<file path="src/hw/rtl/rmoa_pkg.sv">
// Shared constants, types and register codes for the region motion overlap alarm.
`timescale 1ns / 1ps
`default_nettype none
package rmoa_pkg;

    localparam int MAX_REGIONS     = 4;
    localparam int REGION_IDX_W    = 2;
    localparam int DEF_NUM_REGIONS = 4;
    localparam int DEF_COORD_BITS  = 12;
    localparam int IN_COORD_W      = 12;
    localparam int SECS_W          = 17;
    localparam int BOUND_W         = 64;
    localparam int FIELD_W         = 16;
    localparam int SENS_W          = 7;
    localparam int SENS_SET_W      = MAX_REGIONS * SENS_W;
    localparam int DAY_WIN_W       = 36;
    localparam int CFG_IDX_W       = 3;
    localparam int CFG_DATA_W      = 64;
    localparam int ACC_W           = 32;
    localparam int HITS_W          = MAX_REGIONS;

    localparam logic KIND_RECT = 1'b0;
    localparam logic KIND_EOF  = 1'b1;

    typedef enum logic [CFG_IDX_W-1:0] {
        CFG_ENABLE     = 3'd0,
        CFG_REGION0    = 3'd1,
        CFG_REGION1    = 3'd2,
        CFG_REGION2    = 3'd3,
        CFG_REGION3    = 3'd4,
        CFG_SENS_CD    = 3'd5,
        CFG_SENS_NIGHT = 3'd6,
        CFG_DAY_WINDOW = 3'd7
    } t_cfg_idx;

    typedef enum logic [1:0] {
        DN_OFF   = 2'd0,
        DN_AUTO  = 2'd1,
        DN_SCHED = 2'd2
    } t_dn_mode;

    typedef enum logic [1:0] {
        SENS_CLOSE = 2'd0,
        SENS_DAY   = 2'd1,
        SENS_NIGHT = 2'd2
    } t_sens_sel;

    typedef struct packed {
        logic                                  enable;
        logic [MAX_REGIONS-1:0][BOUND_W-1:0]   region_bounds;
        logic [2*SENS_SET_W-1:0]               sens_close_day;
        logic [SENS_SET_W-1:0]                 sens_night;
        logic [DAY_WIN_W-1:0]                  day_window;
    } t_cfg;

    // queued command: {kind, sens_sel, min_x, max_x, min_y, max_y}
    function automatic int cmd_width(input int coord_bits);
        return 3 + 4 * coord_bits;
    endfunction

endpackage
`default_nettype wire

</file>
<file path="src/hw/rtl/rmoa_if.sv">
// Request and result channel interfaces.
`timescale 1ns / 1ps
`default_nettype none
interface rmoa_req_if
    import rmoa_pkg::*;
();
    logic                  valid;
    logic                  ready;
    logic                  kind;
    logic [IN_COORD_W-1:0] corner0_x;
    logic [IN_COORD_W-1:0] corner0_y;
    logic [IN_COORD_W-1:0] corner1_x;
    logic [IN_COORD_W-1:0] corner1_y;
    logic [IN_COORD_W-1:0] corner2_x;
    logic [IN_COORD_W-1:0] corner2_y;
    logic [IN_COORD_W-1:0] corner3_x;
    logic [IN_COORD_W-1:0] corner3_y;
    logic                  night_now;
    logic [SECS_W-1:0]     seconds_of_day;

    modport source (
        output valid, kind, corner0_x, corner0_y, corner1_x, corner1_y,
               corner2_x, corner2_y, corner3_x, corner3_y, night_now, seconds_of_day,
        input  ready
    );
    modport sink (
        input  valid, kind, corner0_x, corner0_y, corner1_x, corner1_y,
               corner2_x, corner2_y, corner3_x, corner3_y, night_now, seconds_of_day,
        output ready
    );
endinterface

interface rmoa_res_if
    import rmoa_pkg::*;
();
    logic              valid;
    logic              ready;
    logic [HITS_W-1:0] region_hits;
    logic              any_hit;

    modport source (output valid, region_hits, any_hit, input ready);
    modport sink (input valid, region_hits, any_hit, output ready);
endinterface
`default_nettype wire

</file>
<file path="src/hw/rtl/rmoa_front.sv">
// Front end: takes requests, reduces corners to a bounding box, resolves the sensitivity set.
`timescale 1ns / 1ps
`default_nettype none
module rmoa_front
    import rmoa_pkg::*;
#(
    parameter int COORD_BITS = DEF_COORD_BITS
) (
    rmoa_req_if.sink                       i_req,
    input  t_cfg                           i_cfg,
    input  logic                           i_q_full,
    output logic                           o_push,
    output logic [cmd_width(COORD_BITS)-1:0] o_cmd
);

    function automatic logic [COORD_BITS-1:0] to_coord(input logic [IN_COORD_W-1:0] v);
        logic [IN_COORD_W+COORD_BITS-1:0] w;
        w = {{COORD_BITS{1'b0}}, v};
        return w[COORD_BITS-1:0];
    endfunction

    logic [COORD_BITS-1:0] cx [4];
    logic [COORD_BITS-1:0] cy [4];
    logic [COORD_BITS-1:0] min_x, max_x, min_y, max_y;
    logic [SECS_W-1:0]     win_start, win_stop;
    t_dn_mode              mode;
    t_sens_sel             sel;

    always_comb begin
        cx[0] = to_coord(i_req.corner0_x);
        cy[0] = to_coord(i_req.corner0_y);
        cx[1] = to_coord(i_req.corner1_x);
        cy[1] = to_coord(i_req.corner1_y);
        cx[2] = to_coord(i_req.corner2_x);
        cy[2] = to_coord(i_req.corner2_y);
        cx[3] = to_coord(i_req.corner3_x);
        cy[3] = to_coord(i_req.corner3_y);
        min_x = cx[0];
        max_x = cx[0];
        min_y = cy[0];
        max_y = cy[0];
        for (int k = 1; k < 4; k++) begin
            if (cx[k] < min_x) min_x = cx[k];
            if (cx[k] > max_x) max_x = cx[k];
            if (cy[k] < min_y) min_y = cy[k];
            if (cy[k] > max_y) max_y = cy[k];
        end
    end

    assign mode      = t_dn_mode'(i_cfg.day_window[1:0]);
    assign win_start = i_cfg.day_window[2 +: SECS_W];
    assign win_stop  = i_cfg.day_window[2 + SECS_W +: SECS_W];

    always_comb begin
        unique case (mode)
            DN_OFF:   sel = SENS_CLOSE;
            DN_AUTO:  sel = i_req.night_now ? SENS_NIGHT : SENS_DAY;
            DN_SCHED: sel = (i_req.seconds_of_day >= win_start &&
                             i_req.seconds_of_day <= win_stop) ? SENS_DAY : SENS_NIGHT;
            default:  sel = SENS_NIGHT;
        endcase
    end

    assign i_req.ready = !i_q_full;
    // rectangles are dropped while disabled; end of frame always goes through to clear
    assign o_push = i_req.valid && !i_q_full && (i_req.kind == KIND_EOF || i_cfg.enable);
    assign o_cmd  = {i_req.kind, sel, min_x, max_x, min_y, max_y};

endmodule
`default_nettype wire

</file>
<file path="src/hw/rtl/rmoa_queue.sv">
// Two-entry command queue between front and back end.
`timescale 1ns / 1ps
`default_nettype none
module rmoa_queue #(
    parameter int W = 51
) (
    input  logic         i_clk,
    input  logic         i_rst_n,
    input  logic         i_push,
    input  logic [W-1:0] i_data,
    output logic         o_full,
    input  logic         i_pop,
    output logic [W-1:0] o_data,
    output logic         o_empty
);

    logic [W-1:0] r_mem [2];
    logic         r_wptr, r_rptr;
    logic [1:0]   r_count;

    always_ff @(posedge i_clk) begin
        if (!i_rst_n) begin
            r_wptr  <= 1'b0;
            r_rptr  <= 1'b0;
            r_count <= 2'd0;
        end else begin
            if (i_push) r_wptr <= !r_wptr;
            if (i_pop)  r_rptr <= !r_rptr;
            if (i_push && !i_pop)      r_count <= r_count + 2'd1;
            else if (i_pop && !i_push) r_count <= r_count - 2'd1;
        end
    end

    always_ff @(posedge i_clk) begin
        if (i_push) r_mem[r_wptr] <= i_data;
    end

    assign o_full  = r_count == 2'd2;
    assign o_empty = r_count == 2'd0;
    assign o_data  = r_mem[r_rptr];

endmodule
`default_nettype wire

</file>
<file path="src/hw/rtl/rmoa_back.sv">
// Back end: per-region sequencer, shared multiplier, accumulators and result register.
`timescale 1ns / 1ps
`default_nettype none
module rmoa_back
    import rmoa_pkg::*;
#(
    parameter int NUM_REGIONS = DEF_NUM_REGIONS,
    parameter int COORD_BITS  = DEF_COORD_BITS
) (
    input  logic                             i_clk,
    input  logic                             i_rst_n,
    input  t_cfg                             i_cfg,
    input  logic                             i_q_empty,
    input  logic [cmd_width(COORD_BITS)-1:0] i_q_data,
    output logic                             o_pop,
    rmoa_res_if.source                       o_res
);

    localparam int IDX_W  = (NUM_REGIONS > 1) ? $clog2(NUM_REGIONS) : 1;
    localparam int CMD_W  = cmd_width(COORD_BITS);
    localparam int CB     = COORD_BITS;
    localparam int BW     = ((COORD_BITS > 8) ? COORD_BITS : 8) + 1;
    localparam int PW     = ACC_W + 1 + BW;
    localparam int LHS_W  = ACC_W + 7;
    localparam logic [IDX_W-1:0] LAST_IDX = IDX_W'(NUM_REGIONS - 1);

    function automatic logic [CB-1:0] span(
        input logic [FIELD_W-1:0] r_lo,
        input logic [FIELD_W-1:0] r_len,
        input logic [CB-1:0]      b_lo,
        input logic [CB-1:0]      b_hi
    );
        logic [FIELD_W:0] lo, hi, a_lo, a_hi, bl, bh, d;
        a_lo = (FIELD_W+1)'(r_lo);
        a_hi = (FIELD_W+1)'(r_lo) + (FIELD_W+1)'(r_len);
        bl   = (FIELD_W+1)'(b_lo);
        bh   = (FIELD_W+1)'(b_hi);
        lo   = (a_lo > bl) ? a_lo : bl;
        hi   = (a_hi < bh) ? a_hi : bh;
        d    = (lo < hi) ? hi - lo : '0;
        return d[CB-1:0];
    endfunction

    // sequencer
    logic                r_busy;
    logic [IDX_W-1:0]    r_idx;
    logic [CMD_W-1:0]    r_cmd;
    logic                r_eof_busy;
    logic                last_issue, head_eof, start;

    // stage 1: spans or area/sensitivity
    logic                r_s1_valid, r_s1_eof, r_s1_last;
    logic [IDX_W-1:0]    r_s1_idx;
    logic [ACC_W-1:0]    r_s1_a;
    logic signed [BW-1:0] r_s1_b;

    // stage 2: product
    logic                r_s2_valid, r_s2_eof, r_s2_last, r_s2_nz;
    logic [IDX_W-1:0]    r_s2_idx;
    logic signed [PW-1:0] r_s2_prod;

    // stage 3: accumulate or compare
    logic [ACC_W-1:0]    r_acc [NUM_REGIONS];
    logic [HITS_W-1:0]   r_hits;
    logic                r_out_valid;
    logic [HITS_W-1:0]   r_out_hits;

    logic                cmd_eof;
    t_sens_sel           cmd_sel;
    logic [CB-1:0]       cmd_min_x, cmd_max_x, cmd_min_y, cmd_max_y;
    logic [BOUND_W-1:0]  rb;
    logic [FIELD_W-1:0]  rx, ry, rw, rh;
    logic [CB-1:0]       ov_x, ov_y;
    logic [ACC_W-1:0]    area;
    logic [SENS_W-1:0]   sens;
    logic signed [7:0]   sens_margin;
    logic [ACC_W-1:0]    n_s1_a;
    logic signed [BW-1:0] n_s1_b;
    logic signed [PW-1:0] n_s2_prod;
    logic [ACC_W-1:0]    acc_cur;
    logic [LHS_W-1:0]    lhs;
    logic [ACC_W:0]      sum;
    logic                hit;
    logic [HITS_W-1:0]   n_hits;

    assign head_eof   = i_q_data[CMD_W-1];
    assign last_issue = r_busy && (r_idx == LAST_IDX);
    // an end of frame waits until the result slot is free and no other one is in flight
    assign start = !i_q_empty && (!r_busy || last_issue) &&
                   (!head_eof || (!r_eof_busy && !r_out_valid));
    assign o_pop = start;

    always_ff @(posedge i_clk) begin
        if (!i_rst_n) begin
            r_busy <= 1'b0;
            r_idx  <= '0;
        end else if (start) begin
            r_busy <= 1'b1;
            r_idx  <= '0;
        end else if (last_issue) begin
            r_busy <= 1'b0;
        end else if (r_busy) begin
            r_idx <= r_idx + IDX_W'(1);
        end
    end

    always_ff @(posedge i_clk) begin
        if (start) r_cmd <= i_q_data;
    end

    // stage 1
    assign cmd_eof   = r_cmd[CMD_W-1];
    assign cmd_sel   = t_sens_sel'(r_cmd[4*CB +: 2]);
    assign cmd_min_x = r_cmd[3*CB +: CB];
    assign cmd_max_x = r_cmd[2*CB +: CB];
    assign cmd_min_y = r_cmd[CB +: CB];
    assign cmd_max_y = r_cmd[0 +: CB];

    assign rb = i_cfg.region_bounds[REGION_IDX_W'(r_idx)];
    assign rx = rb[0 +: FIELD_W];
    assign ry = rb[FIELD_W +: FIELD_W];
    assign rw = rb[2*FIELD_W +: FIELD_W];
    assign rh = rb[3*FIELD_W +: FIELD_W];

    assign ov_x = span(rx, rw, cmd_min_x, cmd_max_x);
    assign ov_y = span(ry, rh, cmd_min_y, cmd_max_y);
    assign area = rw * rh;

    always_comb begin
        unique case (cmd_sel)
            SENS_CLOSE: sens = i_cfg.sens_close_day[SENS_W*int'(r_idx) +: SENS_W];
            SENS_DAY:   sens = i_cfg.sens_close_day[SENS_SET_W + SENS_W*int'(r_idx) +: SENS_W];
            default:    sens = i_cfg.sens_night[SENS_W*int'(r_idx) +: SENS_W];
        endcase
    end

    // 100 - sens, negative for sensitivities above 100
    assign sens_margin = 8'sd100 - $signed({1'b0, sens});
    assign n_s1_a = cmd_eof ? area : ACC_W'(ov_x);
    assign n_s1_b = cmd_eof ? BW'(sens_margin) : $signed(BW'(ov_y));

    always_ff @(posedge i_clk) begin
        if (!i_rst_n) begin
            r_s1_valid <= 1'b0;
        end else begin
            r_s1_valid <= r_busy;
        end
    end

    always_ff @(posedge i_clk) begin
        r_s1_eof  <= cmd_eof;
        r_s1_last <= r_idx == LAST_IDX;
        r_s1_idx  <= r_idx;
        r_s1_a    <= n_s1_a;
        r_s1_b    <= n_s1_b;
    end

    // stage 2: shared multiplier, overlap area or threshold
    assign n_s2_prod = PW'($signed({1'b0, r_s1_a})) * PW'(r_s1_b);

    always_ff @(posedge i_clk) begin
        if (!i_rst_n) begin
            r_s2_valid <= 1'b0;
        end else begin
            r_s2_valid <= r_s1_valid;
        end
    end

    always_ff @(posedge i_clk) begin
        r_s2_eof  <= r_s1_eof;
        r_s2_last <= r_s1_last;
        r_s2_idx  <= r_s1_idx;
        r_s2_nz   <= |r_s1_a;
        r_s2_prod <= n_s2_prod;
    end

    // stage 3
    assign acc_cur = r_acc[r_s2_idx];
    assign lhs = (LHS_W'(acc_cur) << 6) + (LHS_W'(acc_cur) << 5) + (LHS_W'(acc_cur) << 2);
    assign hit = r_s2_nz && ($signed(PW'(lhs)) > r_s2_prod);
    assign sum = {1'b0, acc_cur} + {1'b0, r_s2_prod[ACC_W-1:0]};
    assign n_hits = ((r_s2_idx == '0) ? '0 : r_hits) | (HITS_W'(hit) << r_s2_idx);

    always_ff @(posedge i_clk) begin
        if (!i_rst_n) begin
            for (int i = 0; i < NUM_REGIONS; i++) r_acc[i] <= '0;
            r_eof_busy  <= 1'b0;
            r_out_valid <= 1'b0;
        end else begin
            if (start && head_eof) r_eof_busy <= 1'b1;
            if (r_s2_valid) begin
                if (r_s2_eof) r_acc[r_s2_idx] <= '0;
                else          r_acc[r_s2_idx] <= sum[ACC_W] ? '1 : sum[ACC_W-1:0];
            end
            if (r_s2_valid && r_s2_eof && r_s2_last) begin
                r_eof_busy  <= 1'b0;
                r_out_valid <= i_cfg.enable;
            end else if (o_res.ready) begin
                r_out_valid <= 1'b0;
            end
        end
    end

    always_ff @(posedge i_clk) begin
        if (r_s2_valid && r_s2_eof) r_hits <= n_hits;
        if (r_s2_valid && r_s2_eof && r_s2_last) r_out_hits <= n_hits;
    end

    assign o_res.valid       = r_out_valid;
    assign o_res.region_hits = r_out_hits;
    assign o_res.any_hit     = |r_out_hits;

endmodule
`default_nettype wire

</file>
<file path="src/hw/rtl/region_motion_overlap_alarm_core.sv">
// Top level of the region motion overlap alarm.
// Motion rectangle requests are reduced to bounding boxes in the front end and queued;
// the back end walks the regions one per cycle through a three-stage pipe with a shared
// multiplier, and a new rectangle can start as soon as the last region of the one before
// it is issued. With detection disabled a rectangle is dropped at the front. An end of
// frame also walks every region, its result passes the stage 1, stage 2 and result
// registers after its last region is issued, and it is not started while an earlier
// result is still waiting to be taken. The result register decouples the output so
// requests keep flowing while a result waits. The user must write configuration through
// i_cfg_we/i_cfg_idx/i_cfg_data only while the block is idle; the block does not enforce it.
`timescale 1ns / 1ps
`default_nettype none
module region_motion_overlap_alarm_core
    import rmoa_pkg::*;
#(
    parameter int NUM_REGIONS = DEF_NUM_REGIONS,
    parameter int COORD_BITS  = DEF_COORD_BITS
) (
    input  logic                  i_clk,
    input  logic                  i_rst_n,
    rmoa_req_if.sink              i_req,
    rmoa_res_if.source            o_res,
    input  logic                  i_cfg_we,
    input  logic [CFG_IDX_W-1:0]  i_cfg_idx,
    input  logic [CFG_DATA_W-1:0] i_cfg_data
);

    localparam int CMD_W = cmd_width(COORD_BITS);

    t_cfg             r_cfg;
    logic             q_push, q_full, q_pop, q_empty;
    logic [CMD_W-1:0] q_in, q_out;

    always_ff @(posedge i_clk) begin
        if (!i_rst_n) begin
            r_cfg <= '0;
        end else if (i_cfg_we) begin
            unique case (t_cfg_idx'(i_cfg_idx))
                CFG_ENABLE:     r_cfg.enable           <= i_cfg_data[0];
                CFG_REGION0:    r_cfg.region_bounds[0] <= i_cfg_data;
                CFG_REGION1:    r_cfg.region_bounds[1] <= i_cfg_data;
                CFG_REGION2:    r_cfg.region_bounds[2] <= i_cfg_data;
                CFG_REGION3:    r_cfg.region_bounds[3] <= i_cfg_data;
                CFG_SENS_CD:    r_cfg.sens_close_day   <= i_cfg_data[2*SENS_SET_W-1:0];
                CFG_SENS_NIGHT: r_cfg.sens_night       <= i_cfg_data[SENS_SET_W-1:0];
                CFG_DAY_WINDOW: r_cfg.day_window       <= i_cfg_data[DAY_WIN_W-1:0];
                default:        ;
            endcase
        end
    end

    rmoa_front #(
        .COORD_BITS (COORD_BITS)
    ) u_front (
        .i_req    (i_req),
        .i_cfg    (r_cfg),
        .i_q_full (q_full),
        .o_push   (q_push),
        .o_cmd    (q_in)
    );

    rmoa_queue #(
        .W (CMD_W)
    ) u_queue (
        .i_clk   (i_clk),
        .i_rst_n (i_rst_n),
        .i_push  (q_push),
        .i_data  (q_in),
        .o_full  (q_full),
        .i_pop   (q_pop),
        .o_data  (q_out),
        .o_empty (q_empty)
    );

    rmoa_back #(
        .NUM_REGIONS (NUM_REGIONS),
        .COORD_BITS  (COORD_BITS)
    ) u_back (
        .i_clk     (i_clk),
        .i_rst_n   (i_rst_n),
        .i_cfg     (r_cfg),
        .i_q_empty (q_empty),
        .i_q_data  (q_out),
        .o_pop     (q_pop),
        .o_res     (o_res)
    );

endmodule
`default_nettype wire

</file>
<file path="src/flat_wrapper.sv">
// flat-port wrapper written by rule: the top's interface ports become plain ports
module region_motion_overlap_alarm_core_flat import rmoa_pkg::*;
#(
    parameter int NUM_REGIONS = DEF_NUM_REGIONS,
    parameter int COORD_BITS  = DEF_COORD_BITS
)
  (i_clk, i_rst_n, i_cfg_we, i_cfg_idx, i_cfg_data, i_req_valid, i_req_kind, i_req_corner0_x, i_req_corner0_y, i_req_corner1_x, i_req_corner1_y, i_req_corner2_x, i_req_corner2_y, i_req_corner3_x, i_req_corner3_y, i_req_night_now, i_req_seconds_of_day, i_req_ready, o_res_valid, o_res_region_hits, o_res_any_hit, o_res_ready);
  rmoa_req_if i_req_i ();
  rmoa_res_if o_res_i ();
  input  logic i_clk;
  input  logic i_rst_n;
  input  logic i_cfg_we;
  input  logic [CFG_IDX_W-1:0] i_cfg_idx;
  input  logic [CFG_DATA_W-1:0] i_cfg_data;
  input wire logic [$bits(i_req_i.valid)-1:0] i_req_valid;
  input wire logic [$bits(i_req_i.kind)-1:0] i_req_kind;
  input wire logic [$bits(i_req_i.corner0_x)-1:0] i_req_corner0_x;
  input wire logic [$bits(i_req_i.corner0_y)-1:0] i_req_corner0_y;
  input wire logic [$bits(i_req_i.corner1_x)-1:0] i_req_corner1_x;
  input wire logic [$bits(i_req_i.corner1_y)-1:0] i_req_corner1_y;
  input wire logic [$bits(i_req_i.corner2_x)-1:0] i_req_corner2_x;
  input wire logic [$bits(i_req_i.corner2_y)-1:0] i_req_corner2_y;
  input wire logic [$bits(i_req_i.corner3_x)-1:0] i_req_corner3_x;
  input wire logic [$bits(i_req_i.corner3_y)-1:0] i_req_corner3_y;
  input wire logic [$bits(i_req_i.night_now)-1:0] i_req_night_now;
  input wire logic [$bits(i_req_i.seconds_of_day)-1:0] i_req_seconds_of_day;
  output wire logic [$bits(i_req_i.ready)-1:0] i_req_ready;
  output wire logic [$bits(o_res_i.valid)-1:0] o_res_valid;
  output wire logic [$bits(o_res_i.region_hits)-1:0] o_res_region_hits;
  output wire logic [$bits(o_res_i.any_hit)-1:0] o_res_any_hit;
  input wire logic [$bits(o_res_i.ready)-1:0] o_res_ready;
  assign i_req_i.valid = i_req_valid;
  assign i_req_i.kind = i_req_kind;
  assign i_req_i.corner0_x = i_req_corner0_x;
  assign i_req_i.corner0_y = i_req_corner0_y;
  assign i_req_i.corner1_x = i_req_corner1_x;
  assign i_req_i.corner1_y = i_req_corner1_y;
  assign i_req_i.corner2_x = i_req_corner2_x;
  assign i_req_i.corner2_y = i_req_corner2_y;
  assign i_req_i.corner3_x = i_req_corner3_x;
  assign i_req_i.corner3_y = i_req_corner3_y;
  assign i_req_i.night_now = i_req_night_now;
  assign i_req_i.seconds_of_day = i_req_seconds_of_day;
  assign i_req_ready = i_req_i.ready;
  assign o_res_valid = o_res_i.valid;
  assign o_res_region_hits = o_res_i.region_hits;
  assign o_res_any_hit = o_res_i.any_hit;
  assign o_res_i.ready = o_res_ready;
  region_motion_overlap_alarm_core #(.NUM_REGIONS(NUM_REGIONS), .COORD_BITS(COORD_BITS)) u_core (.i_clk(i_clk), .i_rst_n(i_rst_n), .i_req(i_req_i), .o_res(o_res_i), .i_cfg_we(i_cfg_we), .i_cfg_idx(i_cfg_idx), .i_cfg_data(i_cfg_data));
endmodule
</file>
<file path="config.mk">
export PLATFORM = sky130hd
export DESIGN_NAME = region_motion_overlap_alarm_core_flat
export DESIGN_NICKNAME = d
export VERILOG_FILES = /design/src/hw/rtl/rmoa_pkg.sv /design/src/hw/rtl/rmoa_if.sv /design/src/hw/rtl/rmoa_front.sv /design/src/hw/rtl/rmoa_queue.sv /design/src/hw/rtl/rmoa_back.sv /design/src/hw/rtl/region_motion_overlap_alarm_core.sv /design/src/flat_wrapper.sv
export SDC_FILE = /design/constraint.sdc
export NUM_CORES = 2
export LEC_CHECK = 0
export ABC_AREA = 1
export BUFFER_PORTS_ARGS = -buffer_cell sky130_fd_sc_hd__buf_4
export CAP_MARGIN = 25
export CORE_UTILIZATION = 60
export DETAILED_ROUTE_END_ITERATION = 16
export PLACE_DENSITY = 0.77
export SYNTH_ARGS = -nofsm -noshare
export SYNTH_HDL_FRONTEND = slang
export SYNTH_SLANG_ARGS = --single-unit
</file>
<file path="constraint.sdc">
create_clock -name i_clk -period 13.5 [get_ports i_clk]
set_input_delay 0.675 -clock i_clk [delete_from_list [all_inputs] [get_ports i_clk]]
set_output_delay 0.675 -clock i_clk [all_outputs]
set_load 0.02 [all_outputs]
</file>
# ---- After elaboration in Yosys (flattened, before gate mapping)
# Memory sizes are Yosys's and may differ from the RTL's. A register that Yosys moved wholly into a read port is not among the register bits.
# Index checks and enable logic that the tools add are counted.
dict set report word_totals {
  ff_bits 547
  latchBits 0
  ram_bits 230
  mem_bits_ro 0
  input_bits 187
  out_inout_bits 7
  wordCells 190
  mem_count 2
}
# name words width read_ports rd_clocked_by_memory_dff write_ports line_no
set memory_table {}
lappend memory_table {u_core.u_back.r_acc 4 32 1 1 4 rmoa_back.sv:63} ;# logic [ACC_W-1:0] r_acc [NUM_REGIONS];
lappend memory_table {u_core.u_queue.r_mem 2 51 1 1 1 rmoa_queue.sv:17} ;# logic [W-1:0] r_mem [2];
dict set report classes {
  n_addsub 12
  multipliers 3
  div_mod_pow 0
  n_lt_le_gt_ge 22
  n_eq_ne 12
  shifts 4
  mux 51
  bitwise 4
  reduce_logical 48
}
# cell n
set op_table {}
lappend op_table {{two-way mux 12 bit} 16}
lappend op_table {{binary-select mux 64 bit (select 2 bit)} 1}
lappend op_table {{indexed part select 56 x 32 -> 7 bit} 2}
lappend op_table {{two-way mux 32 bit} 3}
lappend op_table {{greater-than comparator 12 bit} 6}
lappend op_table {{less-than comparator 12 bit} 6}
lappend op_table {{two-way mux 64 bit} 1}
lappend op_table {{OR reduction 32 bit} 2}
lappend op_table {{greater-than comparator 40 x 46 -> 1 bit} 1}
lappend op_table {{multiplier 33 x 13 -> 46 bit} 1}
lappend op_table {{adder 38 x 37 -> 39 bit} 1}
lappend op_table {{adder 39 x 34 -> 39 bit} 1}
lappend op_table {{adder 16 x 16 -> 17 bit} 2}
lappend op_table {{less-than comparator 16 x 17 -> 1 bit} 2}
lappend op_table {{less-than comparator 17 x 12 -> 1 bit} 2}
lappend op_table {{two-way mux 17 bit} 2}
lappend op_table {{adder 32 x 32 -> 33 bit} 1}
lappend op_table {{adder 6 x 32 -> 32 bit, first input constant} 1}
lappend op_table {{greater-than comparator 16 x 12 -> 1 bit} 2}
lappend op_table {{multiplier 16 x 16 -> 32 bit} 1}
lappend op_table {{two-way mux 16 bit} 2}
lappend op_table {{indexed part select 28 x 6 -> 7 bit} 1}
lappend op_table {{subtractor 12 bit} 2}
lappend op_table {{two-way mux 1 bit} 18}
lappend op_table {{29 further kinds} 79}

# ---- Depth between registers and ports, before layout
dict set report logic_depth {
  depth_word 8
  depth_mapped 44
  mapped_depth_nobuf 38
}

# ---- By module
# Synthesis repeated with hierarchy kept, for this count alone.
dict set report hier_totals {
  cells_unflattened 9116
  hier_area_um2 69497.9
}
# module instances cells_per_inst area_each_um2 seq_area_each_um2
set modules_own_cells {}
lappend modules_own_cells {rmoa_back 1 5841 44940.6 7757.4}
lappend modules_own_cells {region_motion_overlap_alarm_core 1 2126 14802.9 7547.2}
lappend modules_own_cells {rmoa_front 1 955 5590.4 0.0}
lappend modules_own_cells {rmoa_queue 1 194 4164.0 3163.0}

# ---- Worst setup path before layout
# Ideal clock, no wire load.
dict set report synth_timing {
  path_type {register -> register}
  from {register u_core.u_back.r_idx[0]}
  to {register u_core.u_back.r_s1_a[23]}
  setup_time_ps 121
  arrival_ps 6663
  path_slack_ps 6717
  path_stages_with_launch 30
  period_less_slack_ps 6783
  path_cell_list {dfxtp_1 > buf_6 > buf_6 > buf_4 > buf_6 > buf_6 > buf_2 > a21oi_1 > a32oi_1 > buf_2 > nand2_1 > fa_1 > inv_1 > fa_1 > inv_1 > fa_1 > inv_1 > fa_1 > inv_1 > fa_1 > inv_1 > fa_1 > ha_1 > a21oi_1 > a21boi_0 > o21ai_2 > a21boi_0 > o21bai_1 > o21ai_0 > a21oi_1}
}
dict set report synth_via {
  elab_chain_len 3
}
# item line_no
set synth_lines {}
lappend synth_lines {{from (decl)} rmoa_back.sv:46} ;# logic [IDX_W-1:0] r_idx;
lappend synth_lines {{from (signal assigned)} rmoa_back.sv:103} ;# r_idx <= r_idx + IDX_W'(1);
lappend synth_lines {{binary-select mux 64 bit (select 2 bit)} rmoa_back.sv:119} ;# assign rb = i_cfg.region_bounds[REGION_IDX_W'(r_idx)];
lappend synth_lines {{two-way mux 64 bit (implied by the code)} rmoa_back.sv:119}
lappend synth_lines {{multiplier 16 x 16 -> 32 bit} rmoa_back.sv:127} ;# assign area = rw * rh;
lappend synth_lines {{to (signal assigned)} rmoa_back.sv:154} ;# r_s1_a <= n_s1_a;
lappend synth_lines {{to (decl)} rmoa_back.sv:54} ;# logic [ACC_W-1:0] r_s1_a;
# Every way passes these cells. The select of a mux whose other input is x is not followed.
# A chain may end at the register's enable or synchronous reset.

# ---- Worst setup path in the final report
# Ends and elaborated chain as after synthesis.

==> flow_summary.yaml <==
outcome:
  outcome: "finished clean"
synth:
  syn_inst: 8633
  yosysWarnings: 0
  synth_top_area_share: 0.167
  syn_area_per_cell_um2: 7.73
  synth_area_mm2: 0.0668
  synth_simple_gate_area_frac: 0.203
  synthXorXnorAreaFrac: 0.0159
  synth-seq-area-share: 0.277
  synthFlopType: "dfxtp_1"
  yosysTopAreaCell: "fa_1"
  synth-seq-cells: 778
  synthAdderAreaFrac: 0.284
  synthTopCellsByArea: "fa_1 (17%), dfxtp_1 (15%), edfxtp_1 (13%)"
  synth-compound-area-share: 0.123
  synth_cell_types: 72
  synth_top_family_by_area: "adder cells"
  muxShareOfSynthArea: 0
  synth_edf_count: 289
  synthArstFlopShare: 0
cts:
  htreeDepth: 3
  cts-root-buf: "clkbuf_16"
  clock_latency_ns: 0.69
  clockBufferDepth: 3
  cts_tree: "built"
  post_cts_resized: 0
  postCtsSetupRepairBufs: 0
  cts_sinks: 778
  path_clk_slew_ns: 0.06
  cts_inserted_buffers: 83
  hold_buffers: 0
floorplanning:
  dieArea_mm2: 0.113
  core_area_mm2: 0.111
  die_w_um: 336
  row_count: 122
  ios: 194
  chipHeight_um: 336
  initial_core_util: 0.604
cells_and_area:
  layoutNonFillerInstCount: 10200
  finalInstanceArea_mm2: 0.0723
  final_nets: 10000
  area_growth_pct: 8.28
  ff_latch_area_mm2: 0.0185
  drive_gt1_frac: 0.0639
  fin_util: 0.654
  n_fill_cell: 9593
  multi_input_area_mm2: 0.0419
  n_antenna_cell: 0
detailed_routing:
  ant_nets: 0
  drt_wl_total_um: 197000
  post_drt_via_cell_ratio: 5.71
  wire_per_inst_um: 19.3
  first_iter_violations: 4974
  firstDrtPassIters: 6
  drc_errors: 0
  via_count: 58400
timing:
  hold_viol_final: 0
  finalSetupViolCount: 0
  worst_slack_ns: 5.28
  max_freq_mhz: 122
  relSlewSlack: 0.211
  finalCritPeriodShare: 0.609
  drv_slew: 0
  worst_pin_slew_ns: 1.18
  fin_crit_ns: 8.22
  hold_ws_ns: 0.234
  skew_ns: 0.0593
  setup_tns_ns: 0
  rsz0062_at_grt: "no"
power:
  power_leakage_nw: 35.3
  pwr-share-clk: 0.153
  comb_power_share: 0.649
  power_frac_seq: 0.199
  p_total_mw: 15.5
  irDropWorstVdd_v: 0.000205
  intPower_mw: 7.65
  p_sw_frac: 0.507
  switchingPower_mw: 7.85
  power_density_mw_per_mm2: 214
setup_path:
  cp.buffers_inverters: 7
  worstPathRequired_ns: 14.06
  worstSetupPathType: "reg -> reg"
  critPathMaxStageDelay_ns: 0.75
  worstSetupEndpointType: "flop"
  arrival_ns: 8.78
  reg2reg_slack_ns: 5.28
  cpLargestDelayFamily: "adder cells"
  cp_slowest_cell: "buf_4"
  path_max_fanout: 76
  worst_setup_path_start_kind: "flop"
placement:
  port_buffers: 193
  routabilityCongestion: 0.971
  dp_cells: 10100
  pre_cts_slack_ns: 5.48
  place_area_mm2: 0.0694
  dp_hpwl_um: 148000
hold_path:
  hold_class: "in -> reg"
grt:
  grtUsageTotal: 0.351
  gr-total-overflow: 0
  antenna_found_initial: 3
  grt_max_degree: 109
  grt_pass1_wl_um: 311000
  grt_pass1_vias: 57800
job:
  cap_viol_max_count: 0
## power by group through the flow
stage	clock network, mW	logic (mW)	registers, mW
after floorplan	0	7.13	3.01
after global routing	2.49	11.3	3.10
after detailed placement	0	9.93	3.12
final	2.37	10.1	3.08
after CTS	2.39	10.0	3.07
after global placement	0	9.68	3.11
## area by class of cell
cell class / count / area share
clock inverter: 43 / 0.00756
inverter: 1333 / 0.0693
sequential: 778 / 0.256
clock buffer: 109 / 0.0315
multi-input combinational: 6179 / 0.580
tap: 1488 / 0.0258
timing repair buffer: 292 / 0.0307
## flip-flops by register name (all words and copies together), names as in the netlist, 2 cells and up, named ones only
register / flops
u_core.u_back.r_cmd: 51
u_core.u_back.r_s1_a: 32
u_core.u_queue.r_count: 2
u_core.u_back.r_s1_idx: 2
u_core.r_cfg: 377
u_core.u_back.r_s2_idx: 2
u_core.u_queue.r_mem: 102
u_core.u_back.r_hits: 4
u_core.u_back.o_res.region_hits: 4
u_core.u_back.r_s2_prod: 46
u_core.u_back.r_s1_b: 13
u_core.u_back.r_idx: 2
u_core.u_back.r_acc: 128
## worst paths after layout
check,from,end,depth (start not counted)
worst min-delay path,i_req_kind,u_core.u_queue.r_mem[1][50],1
worst max register to register,u_core.u_back.r_idx[0],u_core.u_back.r_s1_a[23],28
worst max-delay path,u_core.u_back.r_idx[0],u_core.u_back.r_s1_a[23],28
worst min register to register,u_core.u_back.r_s1_eof,u_core.u_back.r_s2_eof,0
## synth_stat cells, types with 13 or more instances
library cell  count
a21oi_1         443
nand3_1         166
nand4_1          82
o21ai_0         751
nor3_1           38
fa_1            558
nor2_1         1108
o22ai_1          29
nor4_1           21
xor2_1           73
o21ai_1          33
inv_1          1310
xnor2_1          48
inv_2            21
nand2_2          13
clkbuf_1        270
buf_2            54
dfxtp_1         489
a32oi_1          31
a31oi_1          31
o21a_1           19
or2_2            36
ha_1            624
edfxtp_1        289
nand2_1        1876
a211oi_1         17
## placed cells by master, fill, tap and decap left out, types with 11 or more instances in the layout
master / count
nor4_1: 21
xnor2_1: 48
ha_1: 624
clkinv_1: 11
a21o_1: 11
o211ai_1: 12
o22ai_1: 29
o21bai_1: 12
dfxtp_1: 484
a31oi_1: 31
nand4_1: 82
clkbuf_16: 84
o21ai_0: 749
clkinv_2: 15
edfxtp_1: 289
nand3_1: 166
nor3_1: 37
clkbuf_1: 16
nor2_1: 1098
a32oi_1: 31
or2_2: 36
a221oi_1: 11
xor2_1: 73
o21a_1: 19
a21oi_1: 443
buf_4: 289
inv_1: 1307
inv_2: 21
nand2_2: 16
a211oi_1: 16
o21ai_1: 35
fa_1: 558
nand2_1: 1873
## worst reg2reg max path, delay by kind of cell (launching register included)
kind,cells,cell delay [ns]
AND/OR/NAND/NOR,5,0.63
adder cells (fa/ha/maj),7,3.00
flip-flops,1,0.45
buffers and inverters,7,1.86
AO/OA/AOI/OAI,9,2.18
## kinds of logic (layout without fill, tap and decap cells)
family	after synthesis	in the layout
simple gates	3383	3383
buf+inv	1683	1777
fa+ha+maj	1182	1182
flops	778	778
other cells	1	8
compound gates	1485	1485
xor+xnor	121	121
## per-layer routing
layer,up-vias,share of wire,GRT usage,routed length (µm)
met5,-,0.00015,0,29
li1,27600,-,-,-
met4,4,0.064,0.208,12600
met2,2396,0.47,0.586,92700
met1,27900,0.39,0.431,77300
met3,558,0.072,0.0525,14300
Power figures use the tool's default switching activity.
